[src/hdl/assert_macros.svh]
// Assertion macros shared by the line interleaver RTL.
// Depends on nothing; every user module provides clk and arst_n.
`ifndef ASSERT_MACROS_SVH
`define ASSERT_MACROS_SVH

`ifndef SYNTHESIS
// Check a property on every rising clock edge outside of reset.
`define EPD_ASSERT(lbl, prop, msg) \
	lbl: assert property (@(posedge clk) disable iff (!arst_n) (prop)) else $error(msg);
// Check that one condition implies another in the next cycle.
`define EPD_ASSERT_NEXT(lbl, pre, post, msg) \
	lbl: assert property (@(posedge clk) disable iff (!arst_n) (pre) |=> (post)) \
		else $error(msg);
`else
`define EPD_ASSERT(lbl, prop, msg)
`define EPD_ASSERT_NEXT(lbl, pre, post, msg)
`endif

`endif

[src/hdl/epd_pkg.sv]
// Shared constants, types and the bit weaving function of the line interleaver.
// Depends on nothing.
`default_nettype none

package epd_pkg;

	localparam int LineBytes  = 34;
	localparam int HalfPixels = 132;
	localparam int OutBytes   = (2 * HalfPixels) / 8;
	localparam int EvenBase   = LineBytes / 2;
	localparam int MemDepth   = 2 * LineBytes;
	localparam int PosW       = $clog2(LineBytes);
	localparam int AddrW      = $clog2(MemDepth);
	localparam int HalfW      = $clog2(EvenBase);

	typedef logic [PosW-1:0]  pos_t;
	typedef logic [AddrW-1:0] addr_t;
	typedef logic [HalfW-1:0] half_t;

	typedef enum logic {
		OP_PIXEL = 1'b0,
		OP_SOF   = 1'b1
	} op_t;

	// Write request from the front into the line buffer.
	typedef struct packed {
		logic       en;
		logic       bank;
		pos_t       idx;
		logic [7:0] data;
		logic       commit;
	} wr_req_t;

	// Read request from the back; half selects the byte pair of one output byte.
	typedef struct packed {
		logic  en;
		logic  bank;
		half_t half;
		logic  done;
	} rd_req_t;

	// Flat buffer address of a byte within one of the two line banks.
	function automatic addr_t line_addr(input logic bank, input pos_t idx);
		addr_t base;
		base = bank ? addr_t'(LineBytes) : '0;
		return base + addr_t'(idx);
	endfunction

	// Even output bits take the second half nibble, odd bits the first one.
	function automatic logic [7:0] weave(input logic [3:0] odd_n, input logic [3:0] even_n);
		logic [7:0] r;
		for (int i = 0; i < 4; i++) begin
			r[2*i+1] = even_n[i];
			r[2*i]   = odd_n[i];
		end
		return r;
	endfunction

endpackage

`default_nettype wire

[src/hdl/epd_if.sv]
// Valid/ready channel interfaces for pixel input and panel byte output.
// Depends on nothing.
`default_nettype none

interface epd_in_if;
	logic       valid;
	logic       ready;
	logic       op;
	logic [7:0] pixel_byte;

	modport source (output valid, output op, output pixel_byte, input ready);
	modport sink (input valid, input op, input pixel_byte, output ready);
endinterface

interface epd_out_if;
	logic       valid;
	logic       ready;
	logic [7:0] out_byte;
	logic       last_of_line;

	modport source (output valid, output out_byte, output last_of_line, input ready);
	modport sink (input valid, input out_byte, input last_of_line, output ready);
endinterface

`default_nettype wire

[src/hdl/epd_front.sv]
// Input front: accepts pixel and start-of-frame items and fills the line banks.
// Depends on epd_pkg, epd_if and assert_macros.svh.
`default_nettype none
`include "assert_macros.svh"

module epd_front
	import epd_pkg::*;
(
	input  wire logic    clk,
	input  wire logic    arst_n,
	epd_in_if.sink       in_ch,
	input  wire logic [1:0] full,
	output wr_req_t      wr
);

	pos_t pos_q;
	logic wb_q;
	logic accept;
	logic is_sof;
	logic line_end;

	// The bank being filled must have been drained by the back.
	assign in_ch.ready = !full[wb_q];
	assign accept      = in_ch.valid && in_ch.ready;
	assign is_sof      = op_t'(in_ch.op) == OP_SOF;
	assign line_end    = pos_q == pos_t'(LineBytes - 1);

	// Write request; the last byte of a line hands the bank to the back.
	always_comb begin
		wr.en     = accept && !is_sof;
		wr.bank   = wb_q;
		wr.idx    = pos_q;
		wr.data   = in_ch.pixel_byte;
		wr.commit = accept && !is_sof && line_end;
	end

	// Line position and bank select.
	always_ff @(posedge clk or negedge arst_n) begin
		if (!arst_n) begin
			pos_q <= '0;
			wb_q  <= 1'b0;
		end else if (accept) begin
			if (is_sof) begin
				pos_q <= '0;
			end else if (line_end) begin
				pos_q <= '0;
				wb_q  <= !wb_q;
			end else begin
				pos_q <= pos_q + pos_t'(1);
			end
		end
	end

	`EPD_ASSERT(a_pos_range, pos_q < pos_t'(LineBytes), "line position out of range")

endmodule

`default_nettype wire

[src/hdl/epd_lbuf.sv]
// Two-bank line buffer with bank occupancy flags, the queue between front and back.
// Depends on epd_pkg and assert_macros.svh.
`default_nettype none
`include "assert_macros.svh"

module epd_lbuf
	import epd_pkg::*;
(
	input  wire logic       clk,
	input  wire logic       arst_n,
	input  wire wr_req_t    wr,
	input  wire rd_req_t    rd,
	output logic [1:0]      full,
	output logic [7:0]      rd_a_s1,
	output logic [7:0]      rd_b_s1
);

	logic [7:0] mem [MemDepth];
	logic [1:0] full_q;
	addr_t      addr_w;
	addr_t      addr_a;
	addr_t      addr_b;

	assign addr_w = line_addr(wr.bank, wr.idx);
	assign addr_a = line_addr(rd.bank, pos_t'(rd.half));
	assign addr_b = line_addr(rd.bank, pos_t'(rd.half) + pos_t'(EvenBase));
	assign full   = full_q;

	// Storage write port.
	always_ff @(posedge clk) begin
		if (wr.en) begin
			mem[addr_w] <= wr.data;
		end
	end

	// Two registered read ports: first-half byte and second-half byte.
	always_ff @(posedge clk) begin
		if (rd.en) begin
			rd_a_s1 <= mem[addr_a];
			rd_b_s1 <= mem[addr_b];
		end
	end

	// A bank is full from its last write until the back has read it out.
	always_ff @(posedge clk or negedge arst_n) begin
		if (!arst_n) begin
			full_q <= '0;
		end else begin
			if (wr.commit) begin
				full_q[wr.bank] <= 1'b1;
			end
			if (rd.done) begin
				full_q[rd.bank] <= 1'b0;
			end
		end
	end

	`EPD_ASSERT(a_wr_free, !wr.en || !full_q[wr.bank], "write into a bank still held")
	`EPD_ASSERT(a_rd_full, !rd.en || full_q[rd.bank], "read from a bank not yet filled")
	`EPD_ASSERT_NEXT(a_done_clears, rd.done && !wr.commit, !full_q[$past(rd.bank)], "bank not freed")

endmodule

`default_nettype wire

[src/hdl/epd_back.sv]
// Output back: walks a filled line, weaves the bit halves and drives the output channel.
// Depends on epd_pkg and epd_if.
`default_nettype none

module epd_back
	import epd_pkg::*;
(
	input  wire logic       clk,
	input  wire logic       arst_n,
	input  wire logic [1:0] full,
	input  wire logic [7:0] rd_a_s1,
	input  wire logic [7:0] rd_b_s1,
	output rd_req_t         rd,
	epd_out_if.source       out_ch
);

	pos_t       j_q;
	logic       rb_q;
	logic       valid_s1;
	logic       odd_s1;
	logic       last_s1;
	logic       out_valid_q;
	logic [7:0] out_byte_q;
	logic       out_last_q;
	logic       out_adv;
	logic       s1_adv;
	logic       issue;
	logic       last_j;
	logic [3:0] nib_a;
	logic [3:0] nib_b;

	// Stage advance, from the output register backwards.
	assign out_adv = !out_valid_q || out_ch.ready;
	assign s1_adv  = !valid_s1 || out_adv;
	assign issue   = full[rb_q] && s1_adv;
	assign last_j  = j_q == pos_t'(OutBytes - 1);

	// Each output byte reads one byte from each half of the line.
	always_comb begin
		rd.en   = issue;
		rd.bank = rb_q;
		rd.half = j_q[PosW-1:1];
		rd.done = issue && last_j;
	end

	// Output byte counter and bank select.
	always_ff @(posedge clk or negedge arst_n) begin
		if (!arst_n) begin
			j_q      <= '0;
			rb_q     <= 1'b0;
			valid_s1 <= 1'b0;
		end else begin
			if (s1_adv) begin
				valid_s1 <= issue;
			end
			if (issue) begin
				if (last_j) begin
					j_q  <= '0;
					rb_q <= !rb_q;
				end else begin
					j_q <= j_q + pos_t'(1);
				end
			end
		end
	end

	// Read stage side information.
	always_ff @(posedge clk) begin
		if (s1_adv) begin
			odd_s1  <= j_q[0];
			last_s1 <= last_j;
		end
	end

	// Even output bytes use the high nibbles, odd ones the low nibbles.
	assign nib_a = odd_s1 ? rd_a_s1[3:0] : rd_a_s1[7:4];
	assign nib_b = odd_s1 ? rd_b_s1[3:0] : rd_b_s1[7:4];

	// Output register.
	always_ff @(posedge clk or negedge arst_n) begin
		if (!arst_n) begin
			out_valid_q <= 1'b0;
		end else if (out_adv) begin
			out_valid_q <= valid_s1;
		end
	end

	always_ff @(posedge clk) begin
		if (out_adv) begin
			out_byte_q <= weave(nib_a, nib_b);
			out_last_q <= last_s1;
		end
	end

	assign out_ch.valid        = out_valid_q;
	assign out_ch.out_byte     = out_byte_q;
	assign out_ch.last_of_line = out_last_q;

endmodule

`default_nettype wire

[src/hdl/epd_line_bit_interleaver_unit.sv]
// Top level of the panel line bit interleaver.
// Depends on epd_pkg, epd_if, epd_front, epd_lbuf and epd_back.
//
// Usage: in_ch carries items {op, pixel_byte}; op selects a pixel byte or a
// start of frame. Thirty-four pixel bytes, first pixel in the MSB, make one
// line. A start of frame drops any partial line and restarts at byte 0; it
// produces no output. When a line is complete, out_ch delivers 33 reordered
// bytes, one per cycle while out_ch.ready is high, with last_of_line set on
// the 33rd. A transfer is a cycle with valid and ready high on the channel.
// Output path: a completed line sets its bank flag; each of its bytes then passes
// the read stage and the output register. Throughput: one input and one output
// byte per cycle when neither channel stalls; two line banks let a new line fill
// as the last drains, so the 34 input bytes of each line stream without gaps.
// Stall: if out_ch.ready stays low, the output register holds its byte; input
// is taken until the front reaches a bank still held by the back, then in_ch
// ready drops until that bank is read out.
// Reset: arst_n clears the line position, the bank flags and the output valid;
// no output is pending after reset and no clearing pass is needed.
`default_nettype none

module epd_line_bit_interleaver_unit
	import epd_pkg::*;
(
	input  wire logic clk,
	input  wire logic arst_n,
	epd_in_if.sink    in_ch,
	epd_out_if.source out_ch
);

	wr_req_t    wr;
	rd_req_t    rd;
	logic [1:0] full;
	logic [7:0] rd_a_s1;
	logic [7:0] rd_b_s1;

	epd_front u_front (
		.clk    (clk),
		.arst_n (arst_n),
		.in_ch  (in_ch),
		.full   (full),
		.wr     (wr)
	);

	epd_lbuf u_lbuf (
		.clk     (clk),
		.arst_n  (arst_n),
		.wr      (wr),
		.rd      (rd),
		.full    (full),
		.rd_a_s1 (rd_a_s1),
		.rd_b_s1 (rd_b_s1)
	);

	epd_back u_back (
		.clk     (clk),
		.arst_n  (arst_n),
		.full    (full),
		.rd_a_s1 (rd_a_s1),
		.rd_b_s1 (rd_b_s1),
		.rd      (rd),
		.out_ch  (out_ch)
	);

endmodule

`default_nettype wire

[src/flat_wrapper.sv]
// flat-port wrapper written by rule: the top's interface ports become plain ports
module epd_line_bit_interleaver_unit_flat import epd_pkg::*;
  (clk, arst_n, in_ch_valid, in_ch_op, in_ch_pixel_byte, in_ch_ready, out_ch_valid, out_ch_out_byte, out_ch_last_of_line, out_ch_ready);
  epd_in_if in_ch_i ();
  epd_out_if out_ch_i ();
  input  wire logic clk;
  input  wire logic arst_n;
  input wire logic [$bits(in_ch_i.valid)-1:0] in_ch_valid;
  input wire logic [$bits(in_ch_i.op)-1:0] in_ch_op;
  input wire logic [$bits(in_ch_i.pixel_byte)-1:0] in_ch_pixel_byte;
  output wire logic [$bits(in_ch_i.ready)-1:0] in_ch_ready;
  output wire logic [$bits(out_ch_i.valid)-1:0] out_ch_valid;
  output wire logic [$bits(out_ch_i.out_byte)-1:0] out_ch_out_byte;
  output wire logic [$bits(out_ch_i.last_of_line)-1:0] out_ch_last_of_line;
  input wire logic [$bits(out_ch_i.ready)-1:0] out_ch_ready;
  assign in_ch_i.valid = in_ch_valid;
  assign in_ch_i.op = in_ch_op;
  assign in_ch_i.pixel_byte = in_ch_pixel_byte;
  assign in_ch_ready = in_ch_i.ready;
  assign out_ch_valid = out_ch_i.valid;
  assign out_ch_out_byte = out_ch_i.out_byte;
  assign out_ch_last_of_line = out_ch_i.last_of_line;
  assign out_ch_i.ready = out_ch_ready;
  epd_line_bit_interleaver_unit u_core (.clk(clk), .arst_n(arst_n), .in_ch(in_ch_i), .out_ch(out_ch_i));
endmodule
[config.mk]
export PLATFORM = sky130hd
export DESIGN_NAME = epd_line_bit_interleaver_unit_flat
export DESIGN_NICKNAME = d
export VERILOG_FILES = /design/src/hdl/epd_pkg.sv /design/src/hdl/epd_if.sv /design/src/hdl/epd_front.sv /design/src/hdl/epd_lbuf.sv /design/src/hdl/epd_back.sv /design/src/hdl/epd_line_bit_interleaver_unit.sv /design/src/flat_wrapper.sv
export VERILOG_INCLUDE_DIRS = /design/src /design/src/hdl
export SDC_FILE = /design/constraint.sdc
export NUM_CORES = 1
export LEC_CHECK = 0
export BUFFER_PORTS_ARGS = -buffer_cell sky130_fd_sc_hd__buf_2
export CELL_PAD_IN_SITES_DETAIL_PLACEMENT = 1
export CELL_PAD_IN_SITES_GLOBAL_PLACEMENT = 2
export CORE_AREA = 2 2 243 245
export DETAILED_ROUTE_END_ITERATION = 10
export DIE_AREA = 0 0 245 247
export PLACE_DENSITY = 0.78
export SLEW_MARGIN = 20
export SYNTH_ARGS = -nofsm -noshare
export SYNTH_HDL_FRONTEND = slang
export SYNTH_HIERARCHICAL = 1
export SYNTH_SLANG_ARGS = --single-unit
[constraint.sdc]
create_clock -name clk -period 4.05 [get_ports clk]
set_input_delay 0.405 -clock clk [delete_from_list [all_inputs] [get_ports clk]]
set_output_delay 0.405 -clock clk [all_outputs]
set_load 0.05 [all_outputs]
==> results.txt, run 1 <==
----------------------------------------------------
[Setup path]
  Worst Path Max Fanout ... 29
  Critical Path RT ... 4510 ps
  Reg-to-reg critical path endpoint ... u_core/u_lbuf/rd_b_s1[5]$_DFFE_PP_
  Worst path arrival time ... between 4000 and 5000 ps
  Startpoint of the most critical register-to-register path ... u_core/u_back/j_q[2]$_DFFE_PN0P_
  Worst reg2reg path depth ... 9
  Endpoint class of the critical path ... flop
  Setup slack on the worst flop-to-flop path ... 210 ps
  Crit. Startpoint ... u_core/u_back/j_q[2]$_DFFE_PN0P_
  Crit Path Category ... flop to flop
  Type of origin of the critical path ... flop

[Floorplanning]
  Die H ... 247 µm
  Initial core utilization ... 48.2%
  Row Count ... 89
  Die area ... 60,500 µm²
  Total I/O pin count ... 24
  Core ar. ... 58,200 µm²
  Die outline width ... 245 µm

[Yosys]
  Most used flip-flop cell after synthesis ... sky130_fd_sc_hd__edfxtp_1
  Flop and latch count out of synthesis ... 589
  Portion of the post-synthesis area used by sequential elements ... about 63%
  Post-synth net total ... 1,669
  Summed instance area of the synthesized netlist ... 28,100 µm²
  Fraction of synthesis flops using an asynchronous set or reset pin ... 3.06%
  Count of flip-flops with a built-in enable after synthesis ... between 500 and 600
  Number of instances in the synthesized netlist ... 1,646
  Ys Warns ... 6
  Count of unique library cells instantiated by Yosys ... between 70 and 80
  Synthesized area per cell ... 17.1 µm²

[Power and ir drop]
  Sequential Power Share ... 38.3%
  Power density relative to cell area ... a little under 600 nW/µm²
  Int Pwr ... about 13 mW
  Pleak ... roughly 10 nW
  Total power after layout ... between 15 and 20 mW
  Share of power burned in the clock network ... 30.7%
  Net switching fraction of the power ... 32.6%
  Worst supply voltage drop on vdd ... 0.605 mV
  Logic gate share of total power ... 31.0%
  Net switching power of the design ... between 6 and 7 mW

[Min path]
  Cell count of the worst hold path ... 3
  Hold endpoint ... u_core/u_front/pos_q[5]$_DFFE_PN0P_
  Start point of the worst min-delay path ... in_ch_op
  Worst min-delay path class ... input port to flop

[STA]
  Post-layout worst setup margin ... roughly 210 ps
  Final setup TNS ... 0 ps
  Final critical-path required period ... 3840 ps
  Setup repair after global routing missed its margin ... false
  Final period util ... 94.8%
  Max Clock Skew ... 19.1 ps
  Number of endpoints with negative hold slack in the final report ... 0
  Least-Margin Pin Slew ... between 1000 and 1500 ps
  Relative slew margins ... 26.6%
  Highest clock frequency the design can meet ... 0.260 GHz
  Final-report setup violation count ... 0
  Total count of max-transition violations in the final report ... 0

[Global routing]
  Total global routing overflow ... 0
  Via count of the first global-routing pass ... about 17,000
  Wire length of the first global-routing pass ... 122,000 µm
  Number of antenna violations at the first check in global routing ... 0
  Total routing usage reported by global routing ... between 20 and 30%
  Maximum number of pins on one net before global-route repair ... roughly 140

[Clocking]
  Clock H-tree levels ... 3
  Number of buffers added by the clock tree synthesis step ... 67
  TritonCTS Sinks ... 589
  Clock tree root driver cell ... sky130_fd_sc_hd__clkbuf_16
  Post-CTS resize count ... 0
  Clock tree buffer depth ... 3
  Clk_lat worst skew ... 610 ps
  Clock tree from TritonCTS ... built
  Clock-pin slew on the worst setup and hold paths ... 60 ps

[Outcome]
  Outcome ... complete, no violations

[Layout]
  Post-route non-filler standard cell count ... 2,559
  Diodes inserted ... 0
  Layout Nets ... 1,764
  Area grow syn2layout ... 12.5%
  Final Util ... between 50 and 60%
  Share of layout cells above drive strength 1 ... 28.0%

[Drt]
  Detailed Routing Iterations Pass 1 ... 5
  Via count ... 16,900
  DRC violations left ... 0
  Remaining antenna violation count ... 0
  Starting DRT DRC Count ... 1,854
  Post-DR wirelength/cell ... 32.6 µm
  Total Routed Length ... 83,400 µm
  Via density per instance ... 6.58

[Placement]
  Number of I/O port buffers ... 23
  Placed cell count ... about 2,400
  DP HPWL ... about 56,000 µm
  Worst setup slack before clock tree synthesis ... 268 ps
  Last weighted congestion value of the routability-driven placer ... roughly 0.9

[Run]
  Total of max-cap violations ... 0

----------------------------------------------------
-- cells in the mapped netlist, types with 6 or more instances --
| master | n | share of area [%] |
|---|---|---|
| sky130_fd_sc_hd__nor3_1 | 20 | 0.36 |
| sky130_fd_sc_hd__inv_1 | 13 | 0.17 |
| sky130_fd_sc_hd__and4_1 | 7 | 0.22 |
| sky130_fd_sc_hd__nand3_1 | 31 | 0.55 |
| sky130_fd_sc_hd__mux4_1 | 10 | 0.94 |
| sky130_fd_sc_hd__a221oi_1 | 14 | 0.44 |
| sky130_fd_sc_hd__a41oi_1 | 9 | 0.28 |
| sky130_fd_sc_hd__mux2i_1 | 113 | 4.0 |
| sky130_fd_sc_hd__mux4_2 | 215 | 17 |
| sky130_fd_sc_hd__o21ai_0 | 13 | 0.23 |
| sky130_fd_sc_hd__nand2_1 | 186 | 2.5 |
| sky130_fd_sc_hd__mux2_2 | 18 | 0.72 |
| sky130_fd_sc_hd__a21oi_1 | 9 | 0.16 |
| sky130_fd_sc_hd__nor2_1 | 89 | 1.2 |
| sky130_fd_sc_hd__edfxtp_1 | 571 | 61 |
| sky130_fd_sc_hd__dfrtp_1 | 18 | 1.6 |
| sky130_fd_sc_hd__ha_1 | 9 | 0.40 |
| sky130_fd_sc_hd__a31oi_1 | 19 | 0.42 |
| sky130_fd_sc_hd__a2bb2oi_1 | 8 | 0.25 |
| sky130_fd_sc_hd__nor2b_1 | 6 | 0.13 |
| sky130_fd_sc_hd__nand2b_1 | 7 | 0.16 |
| sky130_fd_sc_hd__buf_6 | 10 | 0.40 |
| sky130_fd_sc_hd__a311oi_1 | 7 | 0.22 |
| sky130_fd_sc_hd__clkbuf_1 | 37 | 0.49 |
| sky130_fd_sc_hd__a32oi_1 | 7 | 0.22 |
| sky130_fd_sc_hd__nand4_1 | 46 | 1.0 |
| sky130_fd_sc_hd__buf_4 | 35 | 0.94 |
| sky130_fd_sc_hd__buf_2 | 37 | 0.66 |
-- routing by layer --
layer	up-vias	track usage [%]	wire [µm]	part of all wire (%)
met5	-	0	0	0
li1	6937	-	-	-
met2	763	44.3	39500	47
met4	0	8.86	2340	2.8
met3	129	5.78	6770	8.1
met1	9022	39.6	34800	42
-- per-stage QoR --
step                      hold WS, ps  cell area [µm²]
after floorplan                   109            28100
after global placement            372            29500
after global routing              250            31600
after CTS                         218            31600
after detailed placement          384            29500
final                             233            31600
-- worst max-delay path: stages, from the launching register on --
cell,delay (ps)
sky130_fd_sc_hd__dfrtp_1,520
sky130_fd_sc_hd__inv_1,120
sky130_fd_sc_hd__fa_4,590
sky130_fd_sc_hd__xnor2_4,390
sky130_fd_sc_hd__buf_12,260
sky130_fd_sc_hd__buf_4,410
sky130_fd_sc_hd__mux4_2,600
sky130_fd_sc_hd__mux2i_1,460
sky130_fd_sc_hd__o21ai_1,180
sky130_fd_sc_hd__nand4_1,130
-- cell usage in the layout (no fill, tap or decap), types with 8 or more instances in the layout --
cell type | netlist | final
sky130_fd_sc_hd__buf_2 | 37 | 23
sky130_fd_sc_hd__nor3_1 | 20 | 20
sky130_fd_sc_hd__clkinv_1 | 1 | 15
sky130_fd_sc_hd__inv_1 | 13 | 13
sky130_fd_sc_hd__nand3_1 | 31 | 31
sky130_fd_sc_hd__clkbuf_16 | 0 | 69
sky130_fd_sc_hd__a221oi_1 | 14 | 14
sky130_fd_sc_hd__mux2_2 | 18 | 18
sky130_fd_sc_hd__a2bb2oi_1 | 8 | 8
sky130_fd_sc_hd__a21oi_1 | 9 | 9
sky130_fd_sc_hd__buf_12 | 2 | 10
sky130_fd_sc_hd__a31oi_1 | 19 | 19
sky130_fd_sc_hd__edfxtp_1 | 571 | 571
sky130_fd_sc_hd__mux4_2 | 215 | 215
sky130_fd_sc_hd__clkbuf_1 | 37 | 9
sky130_fd_sc_hd__a41oi_1 | 9 | 9
sky130_fd_sc_hd__nand4_1 | 46 | 46
sky130_fd_sc_hd__mux4_1 | 10 | 10
sky130_fd_sc_hd__ha_1 | 9 | 8
sky130_fd_sc_hd__o21ai_0 | 13 | 13
sky130_fd_sc_hd__nand2_1 | 186 | 186
sky130_fd_sc_hd__buf_4 | 35 | 117
sky130_fd_sc_hd__mux2i_1 | 113 | 113
sky130_fd_sc_hd__clkinv_2 | 0 | 10
sky130_fd_sc_hd__nor2_1 | 89 | 89
sky130_fd_sc_hd__dfrtp_1 | 18 | 17
-- cell families (layout without fill, tap and decap cells) --
group | count (synthesis) | count (layout) | synth area share, %
flops | 589 | 589 | 62.7
simple gates | 414 | 414 | 6.87
fa+ha+maj | 10 | 10 | 0.472
buf+inv | 139 | 279 | 2.98
mux | 356 | 356 | 22.9
compound gates | 125 | 125 | 3.51
xor+xnor | 13 | 13 | 0.553
-- state kept, by name (all words and copies together), names as in the netlist --
register and flops:
u_core/u_back/rb_q 1, u_core/u_back/out_ch.last_of_line 1, u_core/u_back/out_ch.valid 1, u_core/u_back/j_q 6
u_core/u_lbuf/rd_b_s1 8, u_core/u_lbuf/rd_a_s1 8, u_core/u_front/wb_q 1, u_core/u_back/out_ch.out_byte 8
u_core/u_front/pos_q 6, u_core/u_back/last_s1 1, u_core/u_lbuf/mem 544, u_core/u_back/valid_s1 1
u_core/u_back/odd_s1 1, u_core/u_lbuf/full 2
-- worst max-delay path by stage --
stage | end | slack, ps | cells past startpoint
global route | u_core/u_lbuf/rd_b_s1[5]$_DFFE_PP_ | 50 | 9
global placement | u_core/u_lbuf/rd_b_s1[5]$_DFFE_PP_ | 300 | 9
detailed placement | u_core/u_lbuf/rd_b_s1[5]$_DFFE_PP_ | 270 | 9
floorplan | u_core/u_lbuf/rd_b_s1[3]$_DFFE_PP_ | 570 | 13
finish | u_core/u_lbuf/rd_b_s1[5]$_DFFE_PP_ | 210 | 9
CTS | u_core/u_lbuf/rd_b_s1[5]$_DFFE_PP_ | 250 | 9
-- area by class of cell --
type / instances / area, µm²
Timing Repair Buffer: 151 / 1200
Clock buffer: 78 / 1760
Tap cell: 773 / 967
Clock inverter: 36 / 284
Multi-Input combinational cell: 918 / 9710
Inverter: 14 / 52.6
Fill cell: 5301 / 26700
Sequential cell: 589 / 17600
-- power by group through the flow --
stage / sequential [mW] / combinational [mW] / clock (mW)
after floorplan: 7.35 / 3.84 / 0
after global placement: 7.26 / 5.62 / 0
after detailed placement: 7.28 / 5.70 / 0
after CTS: 7.15 / 5.76 / 5.83
after global routing: 7.18 / 6.09 / 6.03
final: 7.15 / 5.79 / 5.74
-- timing repair --
action | CTS | global route
setup buffers | 0 | 0
endpoints found under the setup margin | 0 | 0
endpoints found under the hold margin | 18 | 0
hold buffers | 1 | 0
Power figures use the tool's default switching activity.
==> inputs of run 2 (changes only) <==
--- a/config.mk
+++ b/config.mk
@@ -6,13 +6,14 @@
 export SDC_FILE = /design/constraint.sdc
 export NUM_CORES = 1
 export LEC_CHECK = 0
+export ABC_AREA = 1
 export BUFFER_PORTS_ARGS = -buffer_cell sky130_fd_sc_hd__buf_2
 export CELL_PAD_IN_SITES_DETAIL_PLACEMENT = 1
 export CELL_PAD_IN_SITES_GLOBAL_PLACEMENT = 2
-export CORE_AREA = 2 2 243 245
+export CORE_AREA = 2 2 283 285
 export DETAILED_ROUTE_END_ITERATION = 10
-export DIE_AREA = 0 0 245 247
-export PLACE_DENSITY = 0.78
+export DIE_AREA = 0 0 285 287
+export PLACE_DENSITY = 0.79
 export SLEW_MARGIN = 20
 export SYNTH_ARGS = -nofsm -noshare
 export SYNTH_HDL_FRONTEND = slang
==> constraint.sdc (replaced) <==
create_clock -name clk -period 4.05 [get_ports clk]
set_input_delay 0.405 -clock clk [delete_from_list [all_inputs] [get_ports clk]]
set_output_delay 0.405 -clock clk [all_outputs]
set_load 0.1 [all_outputs]
==> run 2 against run 1 <==
Sequential share of layout area shrank 5.5 points; die area grew 35%; final cell count grew 87%; via count grew 58%; setup slack gained 270 ps; combinational power shrank 96%; cell area grew 11%; sequential power shrank 6.2%; core utilization shrank 9.6 points; largest cell class unchanged.
==> results.txt, run 2 <==
----------------------------------------------------
[Min path]
  Start point of the worst min-delay path ... in_ch_op
  Hold endpoint ... u_core/u_front/wb_q$_DFFE_PN0P_
  Worst min-delay path class ... input port to flop
  Cell count of the worst hold path ... 4

[Global routing]
  Layer with the highest usage after global routing ... met2
  Via count of the first global-routing pass ... between 20,000 and 30,000
  Global-route track usage on met2 ... 48.7%
  Met1 Use GR ... 36.6%
  Total routing usage reported by global routing ... 28.4%
  Total global routing overflow ... 0
  Number of antenna violations at the first check in global routing ... 1
  Maximum number of pins on one net before global-route repair ... 220
  Wire length of the first global-routing pass ... 174,000 µm
  Routing usage on met3 ... 3.33%

[Clocking]
  Clock-pin slew on the worst setup and hold paths ... 60 ps
  Number of buffers inserted by hold repair at cts ... 1
  Clock tree from TritonCTS ... built
  Clock tree root driver cell ... sky130_fd_sc_hd__clkbuf_16
  Number of buffers inserted by post-CTS setup repair ... 0
  Clock tree buffer depth ... 3
  Number of buffers added by the clock tree synthesis step ... between 70 and 80
  Clock H-tree levels ... 3
  TritonCTS Sinks ... 589
  Post-CTS resize count ... 0
  Clk_lat worst skew ... 620 ps

[Yosys]
  Area fraction of the dominant cell type after synthesis ... 54.9%
  Portion of the post-synthesis area used by sequential elements ... 56.3%
  Number of instances in the synthesized netlist ... 3,688
  Combinational family with the most area after synthesis ... simple AND/OR/NAND/NOR gates
  Area fraction in compound gates after synthesis ... 3.51%
  Cell types with the highest counts after synthesis ... sky130_fd_sc_hd__nand2_1 (1,082), sky130_fd_sc_hd__nand3_1 (904), sky130_fd_sc_hd__edfxtp_1 (571)
  Summed instance area of the synthesized netlist ... approximately 31,000 µm²
  Ys Warns ... 6
  Fraction of synthesis flops using an asynchronous set or reset pin ... around 3.1%
  Count of flip-flops with a built-in enable after synthesis ... 571
  Share of synthesized cell area in full adder, half adder and majority cells ... 0.424%
  Cells taking the most area after synthesis ... sky130_fd_sc_hd__edfxtp_1 (55%), sky130_fd_sc_hd__nand3_1 (14%), sky130_fd_sc_hd__nand2_1 (13%)
  Most used flip-flop cell after synthesis ... sky130_fd_sc_hd__edfxtp_1
  Post-synthesis xor/xnor area fraction ... 0.336%
  Mux cell area share after synthesis ... less than 1%
  Count of unique library cells instantiated by Yosys ... 34
  Cell with the most instances after synthesis ... sky130_fd_sc_hd__nand2_1
  Most area-hungry cell type in the Yosys netlist ... sky130_fd_sc_hd__edfxtp_1
  Synthesized area per cell ... 8.47 µm²
  Area fraction in and, or, nand and nor cells after synthesis ... 29.3%
  Post-synth net total ... 3,711
  Flop and latch count out of synthesis ... 589

[Layout]
  Number of filler instances in the final layout ... 9,261
  Area grow syn2layout ... 12.1%
  Fin area ... 35,000 µm²
  Area of combinational cells with multiple inputs ... 10,700 µm²
  Layout Nets ... 3,696
  Most common cell after layout, fill and taps aside ... sky130_fd_sc_hd__nand2_1
  Area taken by flip-flops and latches ... 17,600 µm²
  Largest Register ... u_core/u_lbuf/mem
  Leading cell types in the layout, fill and taps excluded ... sky130_fd_sc_hd__nand2_1 (1,082), sky130_fd_sc_hd__nand3_1 (904), sky130_fd_sc_hd__edfxtp_1 (571)
  Share of layout cells above drive strength 1 ... 7.55%
  Flip-flop count of the largest register, all copies and words added ... 544

[Drt]
  Remaining antenna violation count ... 0
  Starting DRT DRC Count ... 2,320
  Via density per instance ... 5.57
  DRC violations left ... 0
  Total Routed Length ... 116,000 µm
  Detailed Routing Iterations Pass 1 ... 7
  Via count ... about 27,000
  Post-DR wirelength/cell ... 24.3 µm

[Setup path]
  Endpoint class of the critical path ... flop
  Startpoint of the most critical register-to-register path ... u_core/u_back/j_q[1]$_DFFE_PN0P_
  Setup slack on the worst flop-to-flop path ... 480 ps
  Reg-to-reg critical path endpoint ... u_core/u_lbuf/rd_b_s1[2]$_DFFE_PP_
  Worst path arrival time ... between 4000 and 5000 ps
  Worst reg2reg path depth ... 12
  Worst Path Max Fanout ... 50
  Type of origin of the critical path ... flop
  Critical Path RT ... roughly 4500 ps
  Crit Path Category ... flop to flop

[Outcome]
  Outcome ... complete, no violations

[STA]
  Setup repair after global routing missed its margin ... false
  Max Clock Skew ... 21.5 ps
  Final critical-path required period ... 3570 ps
  Final setup TNS ... 0 ps
  Final-report setup violation count ... 0
  Relative slew margins ... 26.1%
  Highest clock frequency the design can meet ... 0.280 GHz
  Number of endpoints with negative hold slack in the final report ... 0
  Final period util ... 88.2%
  Total count of max-transition violations in the final report ... 0
  Least-Margin Pin Slew ... 1110 ps

[Placement]
  DP HPWL ... 73,000 µm
  Last weighted congestion value of the routability-driven placer ... 0.874
  Number of I/O port buffers ... 23
  Placed instance area ... 32,900 µm²

[Power and ir drop]
  Int Pwr ... approximately 10 mW
  Sequential Power Share ... 51.4%
  Share of power burned in the clock network ... 46.7%
  Pleak ... around 15 nW
  Net switching fraction of the power ... 21.5%
  Worst supply voltage drop on vdd ... 0.308 mV
  Logic gate share of total power ... 1.9%
  Power density relative to cell area ... roughly 370 nW/µm²
  Net switching power of the design ... between 2 and 3 mW

[Floorplanning]
  Row Count ... 103
  Die outline width ... about 290 µm
  Initial core utilization ... around two fifths
  Die H ... 287 µm
  Die area ... 81,800 µm²
  Core ar. ... between 70,000 and 80,000 µm²
  Total I/O pin count ... 24

[Run]
  Total of max-cap violations ... 0

----------------------------------------------------
## run 2: cell count changes in the layout (fill, tap and decap cells not counted), moves of 19 or more
cell	change
sky130_fd_sc_hd__a31oi_1	-19
sky130_fd_sc_hd__inv_1	+519
sky130_fd_sc_hd__mux2i_1	-113
sky130_fd_sc_hd__mux4_2	-215
sky130_fd_sc_hd__nand2_1	+896
sky130_fd_sc_hd__nand3_1	+873
sky130_fd_sc_hd__nand4_1	-43
sky130_fd_sc_hd__nor3_1	-20
sky130_fd_sc_hd__o211ai_1	+71
sky130_fd_sc_hd__o21ai_0	+71
## run 2: power by group through the flow
| stage | clock network [mW] | registers, mW | logic (mW) |
|---|---|---|---|
| after floorplan | 0 | 6.83 | 0.111 |
| after global placement | 0 | 6.84 | 0.243 |
| after detailed placement | 0 | 6.84 | 0.253 |
| after CTS | 6.22 | 6.71 | 0.255 |
| after global routing | 6.43 | 6.71 | 0.271 |
| final | 6.09 | 6.71 | 0.253 |
## run 2: layer usage
metal	vias to the layer above	wire length [µm]	share of wire, %
met4	0	4830	4.2
met2	857	56500	49
met1	13400	48600	42
met5	-	0	0
li1	12100	-	-
met3	229	6160	5.3
## run 2: stage by stage
stage                     power, mW  hold slack, ps  utilization, %  cells  worst slack, ps
final                          13.1             102            44.6   4774              476
after detailed placement       7.09             380            41.8   4649              575
after global routing           13.4             106            44.6   4772              370
after floorplan                6.94             109               -   3688              756
after global placement         7.08             371            41.8   4649              566
after CTS                      13.2            76.5            44.6   4772              562
## run 2: cell families after synthesis
| logic type | after synthesis |
|---|---|
| muxes | 8 |
| AOI/OAI and AO/OA | 181 |
| xor gates and xnor gates | 12 |
| buffers and inverters | 779 |
| adders and majority gates | 10 |
| and+or+nand+nor | 2109 |
| DFF | 589 |
## run 2: worst max-delay path by stage
stage,startpoint,end,slack [ps],cells after the start
3_3_place_gp,u_core/u_back/j_q[1]$_DFFE_PN0P_,u_core/u_lbuf/rd_b_s1[1]$_DFFE_PP_,570,12
5_1_grt,u_core/u_back/j_q[1]$_DFFE_PN0P_,u_core/u_lbuf/rd_b_s1[2]$_DFFE_PP_,370,12
2_1_floorplan,u_core/u_back/j_q[1]$_DFFE_PN0P_,u_core/u_lbuf/rd_b_s1[5]$_DFFE_PP_,760,15
4_1_cts,u_core/u_back/j_q[1]$_DFFE_PN0P_,u_core/u_lbuf/rd_b_s1[1]$_DFFE_PP_,560,12
6_report,u_core/u_back/j_q[1]$_DFFE_PN0P_,u_core/u_lbuf/rd_b_s1[2]$_DFFE_PP_,480,12
3_5_place_dp,u_core/u_back/j_q[1]$_DFFE_PN0P_,u_core/u_lbuf/rd_b_s1[1]$_DFFE_PP_,570,12
## run 2: worst max-delay path, stage by stage, from the launching register on
cell and delay (ps):
sky130_fd_sc_hd__dfrtp_4 500, sky130_fd_sc_hd__inv_8 260, sky130_fd_sc_hd__fa_4 740, sky130_fd_sc_hd__inv_4 310, sky130_fd_sc_hd__buf_4 420, sky130_fd_sc_hd__nand3_1 130, sky130_fd_sc_hd__nand3_1 100, sky130_fd_sc_hd__nand3_1 170
sky130_fd_sc_hd__nand3_1 290, sky130_fd_sc_hd__nand3_1 230, sky130_fd_sc_hd__nand2_1 140, sky130_fd_sc_hd__nand2_1 70, sky130_fd_sc_hd__nand2_1 70
## run 2: layout make-up
cell class	count	share of cell area (%)
Sequential cell	589	50.2
Tap cell	1050	3.75
Timing Repair Buffer	150	3.63
Inverter	541	5.84
Clock inverter	35	0.714
Multi-Input combinational cell	2320	30.4
Antenna cell	2	0.0143
Clock buffer	87	5.42
